$ cat config.mk
export PLATFORM = sky130hd
export DESIGN_NAME = sensor_frame_receiver_crc16_core
export DESIGN_NICKNAME = d
export VERILOG_FILES = /design/src/hdl/sfr_pkg.sv /design/src/hdl/sfr_crc_step.sv /design/src/hdl/sfr_deframer.sv /design/src/hdl/sfr_out_reg.sv /design/src/hdl/sensor_frame_receiver_crc16_core.sv
export SDC_FILE = /design/constraint.sdc
export NUM_CORES = 1
export LEC_CHECK = 0
export BUFFER_PORTS_ARGS = -buffer_cell sky130_fd_sc_hd__buf_4
export CAP_MARGIN = 20
export CORE_MARGIN = 2
export CORE_UTILIZATION = 50
export CTS_BUF_LIST = sky130_fd_sc_hd__clkbuf_16
export CTS_CLUSTER_DIAMETER = 80
export DETAILED_ROUTE_END_ITERATION = 16
export HOLD_SLACK_MARGIN = 0.02
export PLACE_DENSITY_LB_ADDON = 0.3
export SLEW_MARGIN = 5
export SYNTH_ARGS = -nofsm -noshare
export SYNTH_HDL_FRONTEND = slang
export SYNTH_SLANG_ARGS = --single-unit
$ cat constraint.sdc
create_clock -name clk_i -period 13.6 [get_ports clk_i]
set_input_delay 0.68 -clock clk_i [delete_from_list [all_inputs] [get_ports clk_i]]
set_output_delay 0.68 -clock clk_i [all_outputs]
set_load 0.05 [all_outputs]
$ cat src/hdl/sfr_pkg.sv
// Shared types and constants for the sensor frame receiver with CRC-16.
// No dependencies; imported by every module of the block except sfr_crc_step.
`default_nettype none

package sfr_pkg;

  // Frame layout
  localparam int unsigned FrameBytes   = 40;
  localparam int unsigned PayloadWords = 9;
  localparam int unsigned PosWidth     = 6;

  localparam logic [PosWidth-1:0] PosHunt    = 6'd0;
  localparam logic [PosWidth-1:0] PosLastPay = PosWidth'(FrameBytes - 4);
  localparam logic [PosWidth-1:0] PosCrcLow  = PosWidth'(FrameBytes - 3);
  localparam logic [PosWidth-1:0] PosCrcHigh = PosWidth'(FrameBytes - 2);
  localparam logic [PosWidth-1:0] PosTail    = PosWidth'(FrameBytes - 1);

  localparam logic [7:0] HeaderByte = 8'hA5;
  localparam logic [7:0] TailByte   = 8'hB2;

  // Configuration register indexes
  localparam logic CfgIdxPoly = 1'b0;
  localparam logic CfgIdxInit = 1'b1;

  localparam logic [15:0] PolyReset = 16'h8408;
  localparam logic [15:0] InitReset = 16'hFFFF;

  // Payload words that leave with bit 31 inverted: gyro x,y and accel x,y
  localparam logic [PayloadWords-1:0] SignFlipMask = 9'b0_0001_1011;

  localparam int unsigned OutDataBits = 296;

  typedef struct packed {
    logic [PayloadWords-1:0][31:0] words;
    logic [1:0]                    status;
  } frame_result_t;

endpackage

`default_nettype wire

$ cat src/hdl/sfr_crc_step.sv
// One byte of a reflected, table-style CRC-16 update, table entry built on the fly.
// Does not use sfr_pkg; purely combinational.
`default_nettype none

module sfr_crc_step (
  input  logic [15:0] crc_i,
  input  logic [7:0]  byte_i,
  input  logic [15:0] poly_i,
  output logic [15:0] crc_o
);

  always_comb begin
    logic [15:0] t;
    t = {8'h00, crc_i[7:0] ^ byte_i};
    for (int i = 0; i < 8; i++) begin
      t = t[0] ? ((t >> 1) ^ poly_i) : (t >> 1);
    end
    crc_o = {8'h00, crc_i[15:8]} ^ t;
  end

endmodule

`default_nettype wire

$ cat src/hdl/sfr_deframer.sv
// Frame tracker: header hunt, byte position, CRC, payload store and status.
// Depends on sfr_pkg and sfr_crc_step.
`default_nettype none

module sfr_deframer (
  input  logic                  clk_i,
  input  logic                  rst_ni,
  input  logic                  accept_i,
  input  logic [7:0]            byte_i,
  input  logic [15:0]           poly_i,
  input  logic [15:0]           init_i,
  output logic                  at_tail_o,
  output logic                  res_valid_o,
  output sfr_pkg::frame_result_t res_o
);
  import sfr_pkg::*;

  logic [PosWidth-1:0] pos_q, pos_d;
  logic [15:0]         crc_q, crc_d, crc_next, crc_src;
  logic [7:0]          crc_low_q, crc_low_d;
  logic                mismatch_q, mismatch_d;
  logic [PayloadWords-1:0][31:0] payload_q;
  logic [PosWidth-1:0] rel;

  assign crc_src = (pos_q == PosHunt) ? init_i : crc_q;
  assign rel     = pos_q - PosWidth'(1);

  sfr_crc_step u_crc_step (
    .crc_i  (crc_src),
    .byte_i (byte_i),
    .poly_i (poly_i),
    .crc_o  (crc_next)
  );

  always_comb begin
    pos_d      = pos_q;
    crc_d      = crc_q;
    crc_low_d  = crc_low_q;
    mismatch_d = mismatch_q;
    if (accept_i) begin
      if (pos_q == PosHunt) begin
        if (byte_i == HeaderByte) begin
          crc_d = crc_next;
          pos_d = PosWidth'(1);
        end
      end else if (pos_q <= PosLastPay) begin
        crc_d = crc_next;
        pos_d = pos_q + PosWidth'(1);
      end else if (pos_q == PosCrcLow) begin
        crc_low_d = byte_i;
        pos_d     = pos_q + PosWidth'(1);
      end else if (pos_q == PosCrcHigh) begin
        mismatch_d = (crc_low_q != crc_q[7:0]) || (byte_i != crc_q[15:8]);
        pos_d      = pos_q + PosWidth'(1);
      end else begin
        pos_d      = PosHunt;
        mismatch_d = 1'b0;
      end
    end
  end

  always_ff @(posedge clk_i or negedge rst_ni) begin
    if (!rst_ni) begin
      pos_q      <= PosHunt;
      crc_q      <= 16'h0000;
      crc_low_q  <= 8'h00;
      mismatch_q <= 1'b0;
    end else begin
      pos_q      <= pos_d;
      crc_q      <= crc_d;
      crc_low_q  <= crc_low_d;
      mismatch_q <= mismatch_d;
    end
  end

  // Store payload bytes little-endian, one byte lane per accepted word
  always_ff @(posedge clk_i) begin
    if (accept_i && (pos_q != PosHunt) && (pos_q <= PosLastPay)) begin
      for (int w = 0; w < PayloadWords; w++) begin
        if (rel[PosWidth-1:2] == 4'(w)) begin
          payload_q[w][rel[1:0]*8 +: 8] <= byte_i;
        end
      end
    end
  end

  assign at_tail_o   = (pos_q == PosTail);
  assign res_valid_o = accept_i && at_tail_o;

  always_comb begin
    res_o.status = {byte_i != TailByte, mismatch_q};
    for (int k = 0; k < PayloadWords; k++) begin
      res_o.words[k] = payload_q[k] ^ {SignFlipMask[k], 31'h0};
    end
  end

  a_pos_range: assert property (@(posedge clk_i) disable iff (!rst_ni)
    pos_q <= PosTail)
    else $error("byte position past end of frame");

  a_hunt_hold: assert property (@(posedge clk_i) disable iff (!rst_ni)
    accept_i && (pos_q == PosHunt) && (byte_i != HeaderByte) |=> pos_q == PosHunt)
    else $error("left hunting without a header");

  a_tail_rearm: assert property (@(posedge clk_i) disable iff (!rst_ni)
    accept_i && (pos_q == PosTail) |=> (pos_q == PosHunt) && !mismatch_q)
    else $error("frame end did not rearm the hunt");

endmodule

`default_nettype wire

$ cat src/hdl/sfr_out_reg.sv
// Result holding register for the master stream side.
// Depends on sfr_pkg.
`default_nettype none

module sfr_out_reg (
  input  logic                  clk_i,
  input  logic                  rst_ni,
  input  logic                  in_valid_i,
  input  sfr_pkg::frame_result_t in_res_i,
  input  logic                  out_ready_i,
  output logic                  out_valid_o,
  output sfr_pkg::frame_result_t out_res_o
);
  import sfr_pkg::*;

  logic          valid_q;
  frame_result_t res_q;

  always_ff @(posedge clk_i or negedge rst_ni) begin
    if (!rst_ni) begin
      valid_q <= 1'b0;
    end else if (in_valid_i) begin
      valid_q <= 1'b1;
    end else if (out_ready_i) begin
      valid_q <= 1'b0;
    end
  end

  always_ff @(posedge clk_i) begin
    if (in_valid_i) begin
      res_q <= in_res_i;
    end
  end

  assign out_valid_o = valid_q;
  assign out_res_o   = res_q;

  a_no_overwrite: assert property (@(posedge clk_i) disable iff (!rst_ni)
    !(in_valid_i && valid_q && !out_ready_i))
    else $error("result overwritten before it was taken");

endmodule

`default_nettype wire

$ cat src/hdl/sensor_frame_receiver_crc16_core.sv
// Sensor frame receiver: top level with configuration registers and stream ports.
// Depends on sfr_pkg, sfr_deframer (with sfr_crc_step) and sfr_out_reg.
`default_nettype none

// Takes one received serial byte per word on the slave stream. While hunting it
// drops bytes until the header 0xA5, then collects a 40-byte frame, runs a
// reflected CRC-16 over bytes 0..36, checks it against bytes 37 (low) and 38
// (high), and checks the tail 0xB2 at byte 39. At the tail byte it emits one
// word carrying a 2-bit status (bit0 CRC mismatch, bit1 tail wrong) and the
// nine little-endian payload words, gyro and accel x,y with bit 31 inverted.
// Bad frames are still delivered; only the status flags them. A header inside
// a frame is plain data. Rate: one byte per clock unless a tail byte is held
// off; the CRC byte update and the position counter are registered per byte.
// The result appears on the master side in the cycle after the tail byte is
// accepted and waits there in its own register, so bytes of the next frame keep
// flowing; only a tail byte that arrives while the previous result is still
// untaken is held off. Writes to the polynomial apply from the next byte,
// writes to the initial value at the next header.
module sensor_frame_receiver_crc16_core (
  input  logic         clk_i,
  input  logic         rst_ni,
  // configuration write port
  input  logic         cfg_we_i,
  input  logic         cfg_index_i,
  input  logic [15:0]  cfg_wdata_i,
  // slave stream
  input  logic         s_axis_tvalid,
  output logic         s_axis_tready,
  input  logic [7:0]   s_axis_tdata,   // rx_byte[7:0]
  // master stream
  output logic         m_axis_tvalid,
  input  logic         m_axis_tready,
  output logic [295:0] m_axis_tdata    // frame_status[1:0], gyro_x, gyro_y, gyro_z,
                                        // accel_x, accel_y, accel_z, speed_x,
                                        // speed_y, turn_rate (32 bits each), zero pad
);
  import sfr_pkg::*;

  logic [15:0]   poly_q, init_q;
  logic          accept;
  logic          at_tail;
  logic          res_valid;
  frame_result_t res;
  frame_result_t out_res;

  // Configuration registers
  always_ff @(posedge clk_i or negedge rst_ni) begin
    if (!rst_ni) begin
      poly_q <= PolyReset;
      init_q <= InitReset;
    end else if (cfg_we_i) begin
      case (cfg_index_i)
        CfgIdxPoly: poly_q <= cfg_wdata_i;
        CfgIdxInit: init_q <= cfg_wdata_i;
        default: ;
      endcase
    end
  end

  // Hold off only a tail byte that would need an occupied result register
  assign s_axis_tready = !(at_tail && m_axis_tvalid && !m_axis_tready);
  assign accept        = s_axis_tvalid && s_axis_tready;

  sfr_deframer u_deframer (
    .clk_i       (clk_i),
    .rst_ni      (rst_ni),
    .accept_i    (accept),
    .byte_i      (s_axis_tdata),
    .poly_i      (poly_q),
    .init_i      (init_q),
    .at_tail_o   (at_tail),
    .res_valid_o (res_valid),
    .res_o       (res)
  );

  sfr_out_reg u_out_reg (
    .clk_i       (clk_i),
    .rst_ni      (rst_ni),
    .in_valid_i  (res_valid),
    .in_res_i    (res),
    .out_ready_i (m_axis_tready),
    .out_valid_o (m_axis_tvalid),
    .out_res_o   (out_res)
  );

  // Pack status in the lowest bits, then the nine words, zero fill to bytes
  assign m_axis_tdata = {{(OutDataBits - $bits(frame_result_t)){1'b0}}, out_res};

  a_tail_emits: assert property (@(posedge clk_i) disable iff (!rst_ni)
    accept && at_tail |=> m_axis_tvalid)
    else $error("tail byte accepted but no result shown");

  a_stall_only_tail: assert property (@(posedge clk_i) disable iff (!rst_ni)
    !s_axis_tready |-> at_tail && m_axis_tvalid)
    else $error("input stalled outside a pending tail byte");

endmodule

`default_nettype wire

* Word level (Yosys, flattened, before mapping) *
Index checks and enable logic that the tools add are counted.

cells by class
  muxes and demuxes = 29
  order comparisons = 1
  bitwise operators = 18
  reduce and logical (&&, ||, !) cells = 29
  equality and inequality tests = 16
  $add $sub $neg = 3
  shift-type cells = 2

operators by type and width
  kind                                                                     number
  32-bit bitwise mux                                                       9
  16-bit 2-to-1 mux                                                        12
  15-bit by 16-bit XOR with 16-bit output                                  7
  5-bit negation with 34-bit output                                        1
  8-bit by 34-bit variable shift with 32-bit output, first input constant  1
  8-bit by 34-bit variable part select with 32-bit output                  1
  6-bit 2-to-1 mux                                                         5
  2-bit AND reduction                                                      12
  6-bit equality test, second input constant                               3
  4-bit by 3-bit equality test with 1-bit output, second input constant    4
  8-bit inequality test                                                    2
  7-bit by 16-bit XOR with 16-bit output                                   1
  8-bit by 16-bit XOR with 16-bit output                                   1
  4-bit by 2-bit equality test with 1-bit output, second input constant    2
  8-bit equality test, second input constant                               1
  8-bit inequality test, second input constant                             1
  1-bit NOT                                                                8
  4-bit AND reduction                                                      2
  8-bit XOR                                                                1
  6-bit by 1-bit adder with 6-bit output, second input constant            1
  6-bit less-or-equal comparator, second input constant                    1
  1-bit logical AND                                                        6
  6-bit zero test                                                          1
  6-bit nonzero test                                                       1
  10 further kinds                                                         14

storage, ports and cells
  output and inout bits = 298
  flip-flop bits (word level) = 642
  bits of input ports = 30

* Logic depth before layout (Yosys ltp) *
Gate-level depths: netlist (run 1).

  depth in word-level cells = 22
  depth in mapped cells = 22
  gate-level depth less buffers = 17

* Hierarchy *
A second synthesis (run 1) with hierarchy kept.

second synthesis, totals
  cell total of the unflattened synthesis = 1,616
  area, all modules = 26,171.4 um2

by module, submodules not included
  module                            times used  sequential area each (um2)  cells an instance  area each (um2)
  sfr_deframer                      1           9,424.0                     853                13,416.6
  sfr_out_reg                       1           8,733.4                     293                8,744.6
  sfr_crc_step                      1           0.0                         391                2,598.7
  sensor_frame_receiver_crc16_core  1           824.5                       79                 1,411.4

* Worst setup path after synthesis (run 1) *
No wires, ideal clock.

  kind = register to register
  start = register u_deframer.pos_q[2]
  end = register u_out_reg.res_q, in the netlist u_out_reg.out_res_o[0] (enable)
  setup slack = -872 ps
  setup time = 948 ps
  clock period less this slack = 14,472 ps
  required time = 12,652 ps
  path buffers = 1
  stages on the path, launching flop included = 7
  arrival = 13,524 ps
  cell sequence = dfrtp_1 > buf_2 > and3_1 > nand2_1 > or3_1 > nand2_1 > nor2_1

between the ends
  word-level cells in the longest chain between the ends = 6

ends and longest elaborated chain
  element                          RTL line                                source
  from (decl)                      sfr_deframer.sv:18                      logic [PosWidth-1:0] pos_q, pos_d;
  from (signal assigned)           sfr_deframer.sv:64                      pos_q <= PosHunt;
  from (signal assigned)           sfr_deframer.sv:69                      pos_q <= pos_d;
  6-bit equality test              sfr_deframer.sv:87                      assign at_tail_o = (pos_q == PosTail);
  1-bit logical AND (2 in series)  sensor_frame_receiver_crc16_core.sv:61  assign s_axis_tready = !(at_tail && m_axis_tvalid && !m_axis_tready);
  1-bit zero test                  sensor_frame_receiver_crc16_core.sv:61
  net s_axis_tready                sensor_frame_receiver_crc16_core.sv:28  output logic s_axis_tready,
  1-bit logical AND                sensor_frame_receiver_crc16_core.sv:62  assign accept = s_axis_tvalid && s_axis_tready;
  1-bit logical AND                sfr_deframer.sv:88                      assign res_valid_o = accept_i && at_tail_o;
  net res_valid                    sensor_frame_receiver_crc16_core.sv:42  logic res_valid;
  to (signal assigned)             sfr_out_reg.sv:31                       res_q <= in_res_i;
  to (decl)                        sfr_out_reg.sv:17                       frame_result_t res_q;

The timed path passes the listed nets, and every way through them passes these cells.
A chain may end at the register's enable or synchronous reset.

* Worst setup path after layout (run 1) *
  start = register u_deframer.pos_q[0]
  end = register u_deframer.crc_q[5]

between the ends
  word-level cells in the longest chain between the ends = 21
  elaborated cells between the ends (all ways) = 32

ends and longest elaborated chain
  element                                                                       RTL line                                source
  6-bit zero test                                                               sfr_deframer.sv:25, sfr_deframer.sv:41
  16-bit 2-to-1 mux                                                             sfr_deframer.sv:25                      assign crc_src = (pos_q == PosHunt) ? init_i : crc_q;
  8-bit XOR                                                                     sfr_crc_step.sv:14                      t = {8'h00, crc_i[7:0] ^ byte_i};
  16-bit 2-to-1 mux or 7-bit by 16-bit XOR with 16-bit output (tied branches)   sfr_crc_step.sv:16                      t = t[0] ? ((t >> 1) ^ poly_i) : (t >> 1);
  15-bit by 16-bit XOR with 16-bit output or 16-bit 2-to-1 mux (tied branches)  sfr_crc_step.sv:16
  16-bit 2-to-1 mux or 15-bit by 16-bit XOR with 16-bit output (tied branches)  sfr_crc_step.sv:16
  15-bit by 16-bit XOR with 16-bit output or 16-bit 2-to-1 mux (tied branches)  sfr_crc_step.sv:16
  16-bit 2-to-1 mux or 15-bit by 16-bit XOR with 16-bit output (tied branches)  sfr_crc_step.sv:16
  (+5 left out)                                                                 --
  16-bit 2-to-1 mux or 15-bit by 16-bit XOR with 16-bit output (tied branches)  sfr_crc_step.sv:16
  15-bit by 16-bit XOR with 16-bit output or 16-bit 2-to-1 mux (tied branches)  sfr_crc_step.sv:16
  16-bit 2-to-1 mux or 15-bit by 16-bit XOR with 16-bit output (tied branches)  sfr_crc_step.sv:16
  15-bit by 16-bit XOR with 16-bit output or 16-bit 2-to-1 mux (tied branches)  sfr_crc_step.sv:16
  16-bit 2-to-1 mux                                                             sfr_crc_step.sv:16
  8-bit by 16-bit XOR with 16-bit output                                        sfr_crc_step.sv:18                      crc_o = {8'h00, crc_i[15:8]} ^ t;
  16-bit 2-to-1 mux, on equally long branches                                   sfr_deframer.sv:46, sfr_deframer.sv:42
  16-bit 2-to-1 mux                                                             sfr_deframer.sv:41                      if (pos_q == PosHunt) begin
  to (signal assigned)                                                          sfr_deframer.sv:70                      crc_q <= crc_d;
  to (decl)                                                                     sfr_deframer.sv:19                      logic [15:0] crc_q, crc_d, crc_next, crc_src;

Parallel ways exist; a longest one is shown, timed or not. The select of a mux whose other input is x is not followed.

==> flow_summary.ini, run 1 <==
[outcome]
status = finished clean

[placed_design]
gp_congestion = 0.901
dpl.hpwl_um = 38400
io_buffers = 321
post_dp_cell_area_mm2 = 0.0272
pre_cts_ws_ps = 7620

[floorplanning]
die_x_um = 224
core_mm2 = 0.0477
die_area_mm2 = 0.0502
rows = 80
start_util = 0.507
ioPinCount = 328
die-height_um = 224

[routing]
first_iter_violations = 1107
wirelength_um = 56900
viasPerCell = 5.50
drc = 0
num_vias = 13300
ant_nets = 0
firstDrtPassIters = 5
wl_per_cell_um = 23.4

[sta]
slew_headroom = 0.188
final.setup.tns_ps = 0
tightest_slew_ps = 1220
clock_skew_ps = 22.8
period_share = 0.451
max_freq_mhz = 163
setup_viol = 0
setup_ws_ps = 7470
finalMaxSlewViolations = 0
final.min_clock_period_ps = 6130
rsz0062_at_grt = false
hold_violations = 0

[clocking]
post_cts_buffers = 0
clockBufferDepth = 3
clk_latency_ps = 610
cts_num_sinks = 642
htreeDepth = 2
cts-resized-gates = 0
cts_tree = built
cts_hold_buf = 0
cts_made_buffers = 59
clkTransAtPathRegs_ps = 60
cts.root.buffer_cell = clkbuf_16

[critical_path]
r2r_start = u_deframer.pos_q[0]
cp_top_family = simple AND/OR/NAND/NOR gates
startpoint_type = register
slowest_delay_ps = 630
path_class = register to register
cpMostUsedCell = nand2_1
critPathSlowestCell = a221oi_1
cp_max_fo = 20
reg2reg_to = u_deframer.crc_q[5]
cp-end-kind = register
r2r_setup_slack_ps = 7470
worstPathCellList = inv_1 > ha_1 > or4b_4 > o22ai_2 > nand2_1 > a221oi_1 > a211o_1 > xnor3_2 > a21o_1 > nand2_1 > nand2_2 > o211a_1 > xnor2_2 > nand2_1 > xnor3_1 > mux2_2
reg2reg_depth = 16
cp_data_arrival_time_ps = 6620
worstPathRequired_ps = 14090
crit_buf_inv = 1

[global_route]
grt_max_degree = 221
grt-ovfl-total = 0
grt_pass1_wl_um = 82800
grt_antenna_before_repair = 0
track_usage = 0.224
grt_pass1_vias = 12900

[synthesis]
synth_top_area_frac = 0.717
synth.largest_area_cell = edfxtp_1
synth_commonest_cells = edfxtp_1, nand2_1, nor2_1, o21ai_0, xnor2_1
synthDistinctLibCells = 89
ys_seq_area_frac = 0.784
synth_area_leaders = edfxtp_1, dfrtp_1, nand2_1
synthCells = 1431
synth_seq_cells = 642
avgSynthCellArea_um2 = 16.9
yosysWarnings = 0
synth_most_common_cell = edfxtp_1
synth_ff_type = edfxtp_1
synth_area_mm2 = 0.0242
synth_edf_count = 578
async_reset_ff_frac = 0.0997

[hold_path]
hold_path_class = input pin to async pin

[finish]
stdcell_area_mm2 = 0.0290
diodes = 0
synthToLayoutAreaGrowth_pct = 20.0
seqCellArea_mm2 = 0.0190
drive_above_1_share = 0.287
multi_input_area_mm2 = 0.00477
fin_nets = 1803
nFillCells = 3474

[power_and_ir_drop]
p_leak_nw = 10.6
vdd_drop_max_mv = 0.198
power.density_mw_per_mm2 = 243

[job]
cap_violations = 0
## worst reg2reg max path: stages (launching register included)
cell	delay, ps
dfrtp_1	450
inv_1	210
ha_1	220
or4b_4	530
o22ai_2	170
nand2_1	460
a221oi_1	630
a211o_1	250
xnor3_2	360
a21o_1	200
nand2_1	460
nand2_2	320
o211a_1	410
xnor2_2	530
nand2_1	150
xnor3_1	400
mux2_2	280
## cells by family after synthesis
group	synth area share
simple gates	0.0682
fa+ha+maj	0.00259
xor+xnor	0.0445
buf+inv	0.0197
flops	0.784
compound gates	0.0525
other cells	0.000155
mux	0.0279
## sequential cells by signal (all words and copies together) (netlist names)
register,flops
u_out_reg.out_res_o,290
poly_q,16
u_deframer.res_o,284
u_deframer.pos_q,6
init_q,16
u_deframer.payload_q,4
u_deframer.mismatch_q,1
u_out_reg.out_valid_o,1
u_deframer.crc_q,16
u_deframer.crc_low_q,8
## layout make-up
class,instances,area share
sequential,642,0.654
multi-input combinational,696,0.164
timing repair buffer,346,0.0893
clock buffer,59,0.0508
tap,615,0.0265
clock inverter,47,0.0124
inverter,23,0.00297
## routing by layer
layer | up-vias | global-route usage | wire length (µm)
met5 | - | 0 | 0
met4 | 0 | 0.0746 | 1550
met3 | 86 | 0.0336 | 3490
met2 | 501 | 0.380 | 28600
met1 | 6750 | 0.298 | 23300
li1 | 6008 | - | -
## layout by cell type (no fill, tap or decap), drive strengths merged, types with 6 or more instances in the layout
cell    synthesis  routed
edfxtp        578     578
buf            32     343
nand2         146     146
nor2           72      72
o21ai          71      71
clkbuf         43      62
xnor2          57      57
dfrtp          45      45
inv            21      44
mux2           40      40
nor3           27      27
xor2           25      25
a21oi          24      24
mux2i          22      22
clkinv          2      21
and2           19      19
dfstp          19      19
nand3          19      19
and3           11      11
nor2b          10      10
a31oi           9       9
xnor3           9       9
a21o            8       8
or2             8       8
nand4           7       7
a211o           7       7
a211oi          7       7
o211ai          7       7
a32oi           7       7
nor4            6       6
conb            1       6
## worst max-delay path by stage
stage | depth (start not counted) | end | startpoint | slack, ps
6_report | 16 | u_deframer.crc_q[5] | u_deframer.pos_q[0] | 7470
5_1_grt | 18 | u_deframer.crc_q[5] | u_deframer.pos_q[0] | 7120
4_1_cts | 16 | u_deframer.crc_q[5] | u_deframer.pos_q[0] | 7610
3_5_place_dp | 16 | u_deframer.crc_q[5] | u_deframer.pos_q[0] | 7620
3_3_place_gp | 16 | u_deframer.crc_q[11] | u_deframer.pos_q[0] | 7800
2_1_floorplan | 6 | u_out_reg.out_res_o[0] | u_deframer.pos_q[2] | 4040
## through the flow
stage	hold WS [ps]	util	instances	power (mW)
3_5_place_dp	405	0.569	2314	5.52
5_1_grt	248	0.608	2428	7.41
4_1_cts	205	0.607	2420	7.07
6_report	188	0.608	2428	7.06
3_3_place_gp	400	0.568	2312	5.43
2_1_floorplan	384	-	1436	4.95
## power by group
| part | switching (mW) | internal, mW | total [mW] |
|---|---|---|---|
| clock | 0.687 | 0.864 | 1.55 |
| sequential | 0.105 | 2.33 | 2.43 |
| combinational | 1.76 | 1.32 | 3.08 |
| total | 2.55 | 4.51 | 7.06 |
Power figures use the tool's default switching activity.
==> run 2, diff against run 1 <==
- clock period: 13.6 -> 6.2 ns (I/O delays scaled with it)
==> flow_summary.ini, run 2 (same netlist as run 1, synthesis figures left out) <==
[outcome]
status = finished clean

[routing]
ant_nets = 0
firstDrtPassIters = 5
num_vias = 13600
first_iter_violations = 1179
drc = 0
wirelength_um = 57700
viasPerCell = 5.51
wl_per_cell_um = 23.4

[power_and_ir_drop]
seq_power_share = 0.336
power_frac_comb = 0.431
vdd_drop_max_mv = 0.433
switching_share = 0.357
clkPwrFrac = 0.233
power.density_mw_per_mm2 = 537
fin_total_pwr_mw = 15.9
power_switching_mw = 5.66
p_leak_nw = 10.8
p_int_mw = 10.2

[sta]
final.setup.tns_ps = 0
tightest_slew_ps = 1010
finalMaxSlewViolations = 0
clock_skew_ps = 24.1
slew_headroom = 0.316
setup_ws_ps = 390
rsz0062_at_grt = false
hold_violations = 0
setup_viol = 0
max_freq_mhz = 172
period_share = 0.937
final.min_clock_period_ps = 5810

[finish]
largest_reg_flops = 290
nFillCells = 3393
synthToLayoutAreaGrowth_pct = 22.0
layout_commonest_cell = edfxtp_1
fin_nets = 1838
drive_above_1_share = 0.293
mostFrequentLayoutCells = edfxtp_1, buf_4, nand2_1
diodes = 0
fin_util = 0.619

[global_route]
grt-ovfl-total = 0
track_usage = 0.227
grt_pass1_wl_um = 84200
grt_antenna_before_repair = 0
grt_pass1_vias = 13000
grt_max_degree = 159

[job]
cap_violations = 0

[critical_path]
reg2reg_to = u_deframer.crc_q[11]
critPathSlowestCell = or4b_4
slowest_delay_ps = 540
cp_max_fo = 28
worstPathRequired_ps = 6710
startpoint_type = register
r2r_setup_slack_ps = 390
cp_data_arrival_time_ps = 6320
reg2reg_depth = 17
cpMostUsedCell = xnor2_2
path_class = register to register
r2r_start = u_deframer.pos_q[0]
worstPathCellList = inv_1 > ha_1 > or4b_4 > nor2_8 > mux2i_1 > xnor2_2 > a221oi_1 > a211o_1 > xnor3_2 > and3_1 > nor2_4 > o211ai_1 > o211a_1 > xnor2_2 > nand2_1 > xor3_1 > mux2_2
cp-end-kind = register

[clocking]
cts_made_buffers = 60
cts_tree = built
cts_hold_buf = 24
cts-resized-gates = 0
clkTransAtPathRegs_ps = 70
cts_num_sinks = 642
cts.root.buffer_cell = clkbuf_16
clk_latency_ps = 620
post_cts_buffers = 0
clockBufferDepth = 3
htreeDepth = 2

[floorplanning]
die_x_um = 224
die_area_mm2 = 0.0502
ioPinCount = 328
start_util = 0.507
die-height_um = 224
rows = 80
core_mm2 = 0.0477

[placed_design]
gp_congestion = 0.908
io_buffers = 321
dpl.hpwl_um = 38800
pre_cts_ws_ps = 497

[hold_path]
hold_path_end = u_deframer.crc_low_q[6]
hold_path_class = input pin to register
min_from = s_axis_tdata[6]
holdPathStages = 2
## run 2: worst max path at each step
stage / start / to / slack, ps / depth (start not counted)
after floorplan: u_deframer.pos_q[2] / u_out_reg.out_res_o[0] / 110 / 6
after CTS: u_deframer.pos_q[0] / u_deframer.crc_q[11] / 470 / 17
after global placement: u_deframer.pos_q[0] / u_deframer.crc_q[11] / 590 / 17
after global routing: u_deframer.pos_q[0] / u_deframer.crc_q[11] / 6 / 17
after detailed placement: u_deframer.pos_q[0] / u_deframer.crc_q[11] / 500 / 17
final: u_deframer.pos_q[0] / u_deframer.crc_q[11] / 390 / 17
## run 2: routing by layer
metal,vias to the layer above,routed length [µm],global-route usage
met5,-,0,0
met4,0,1380,0.0622
met3,83,3400,0.0363
met2,549,29000,0.384
met1,6900,23900,0.309
li1,6089,-,-
## run 2: worst max-delay path, delay by kind of cell, from the launching register on
family / cells / cell delay [ps]
multiplexers: 2 / 590
AO/OA/AOI/OAI: 4 / 1080
AND/OR/NAND/NOR: 5 / 1770
XOR/XNOR: 4 / 1370
flip-flops: 1 / 450
buffers and inverters: 1 / 210
adder cells (fa/ha/maj): 1 / 220
## run 2: final cells by class
cell class / count / area (µm²) / share of cell area
Clock buffer: 61 / 1530 / 0.0517
Clock inverter: 53 / 494 / 0.0167
Inverter: 23 / 86.3 / 0.00292
Multi-Input combinational cell: 696 / 4770 / 0.162
Sequential cell: 642 / 19000 / 0.643
Tap cell: 615 / 769 / 0.0261
Timing Repair Buffer: 380 / 2900 / 0.0982
## run 2: power groups by stage
| stage | logic (mW) | registers, mW | clock network, mW |
|---|---|---|---|
| floorplan | 5.59 | 5.27 | 0 |
| global placement | 6.57 | 5.40 | 0 |
| CTS | 6.80 | 5.32 | 3.75 |
| finish | 6.84 | 5.33 | 3.69 |
| global route | 7.38 | 5.34 | 3.92 |
| detailed placement | 6.73 | 5.41 | 0 |
## run 2: through the flow
step | area [µm²] | hold slack [ps] | cells
floorplan | 24200 | 14.4 | 1436
global placement | 27200 | 401 | 2321
detailed placement | 27200 | 405 | 2326
CTS | 29500 | 20.1 | 2464
global route | 29500 | 26.4 | 2470
finish | 29500 | 45.3 | 2470
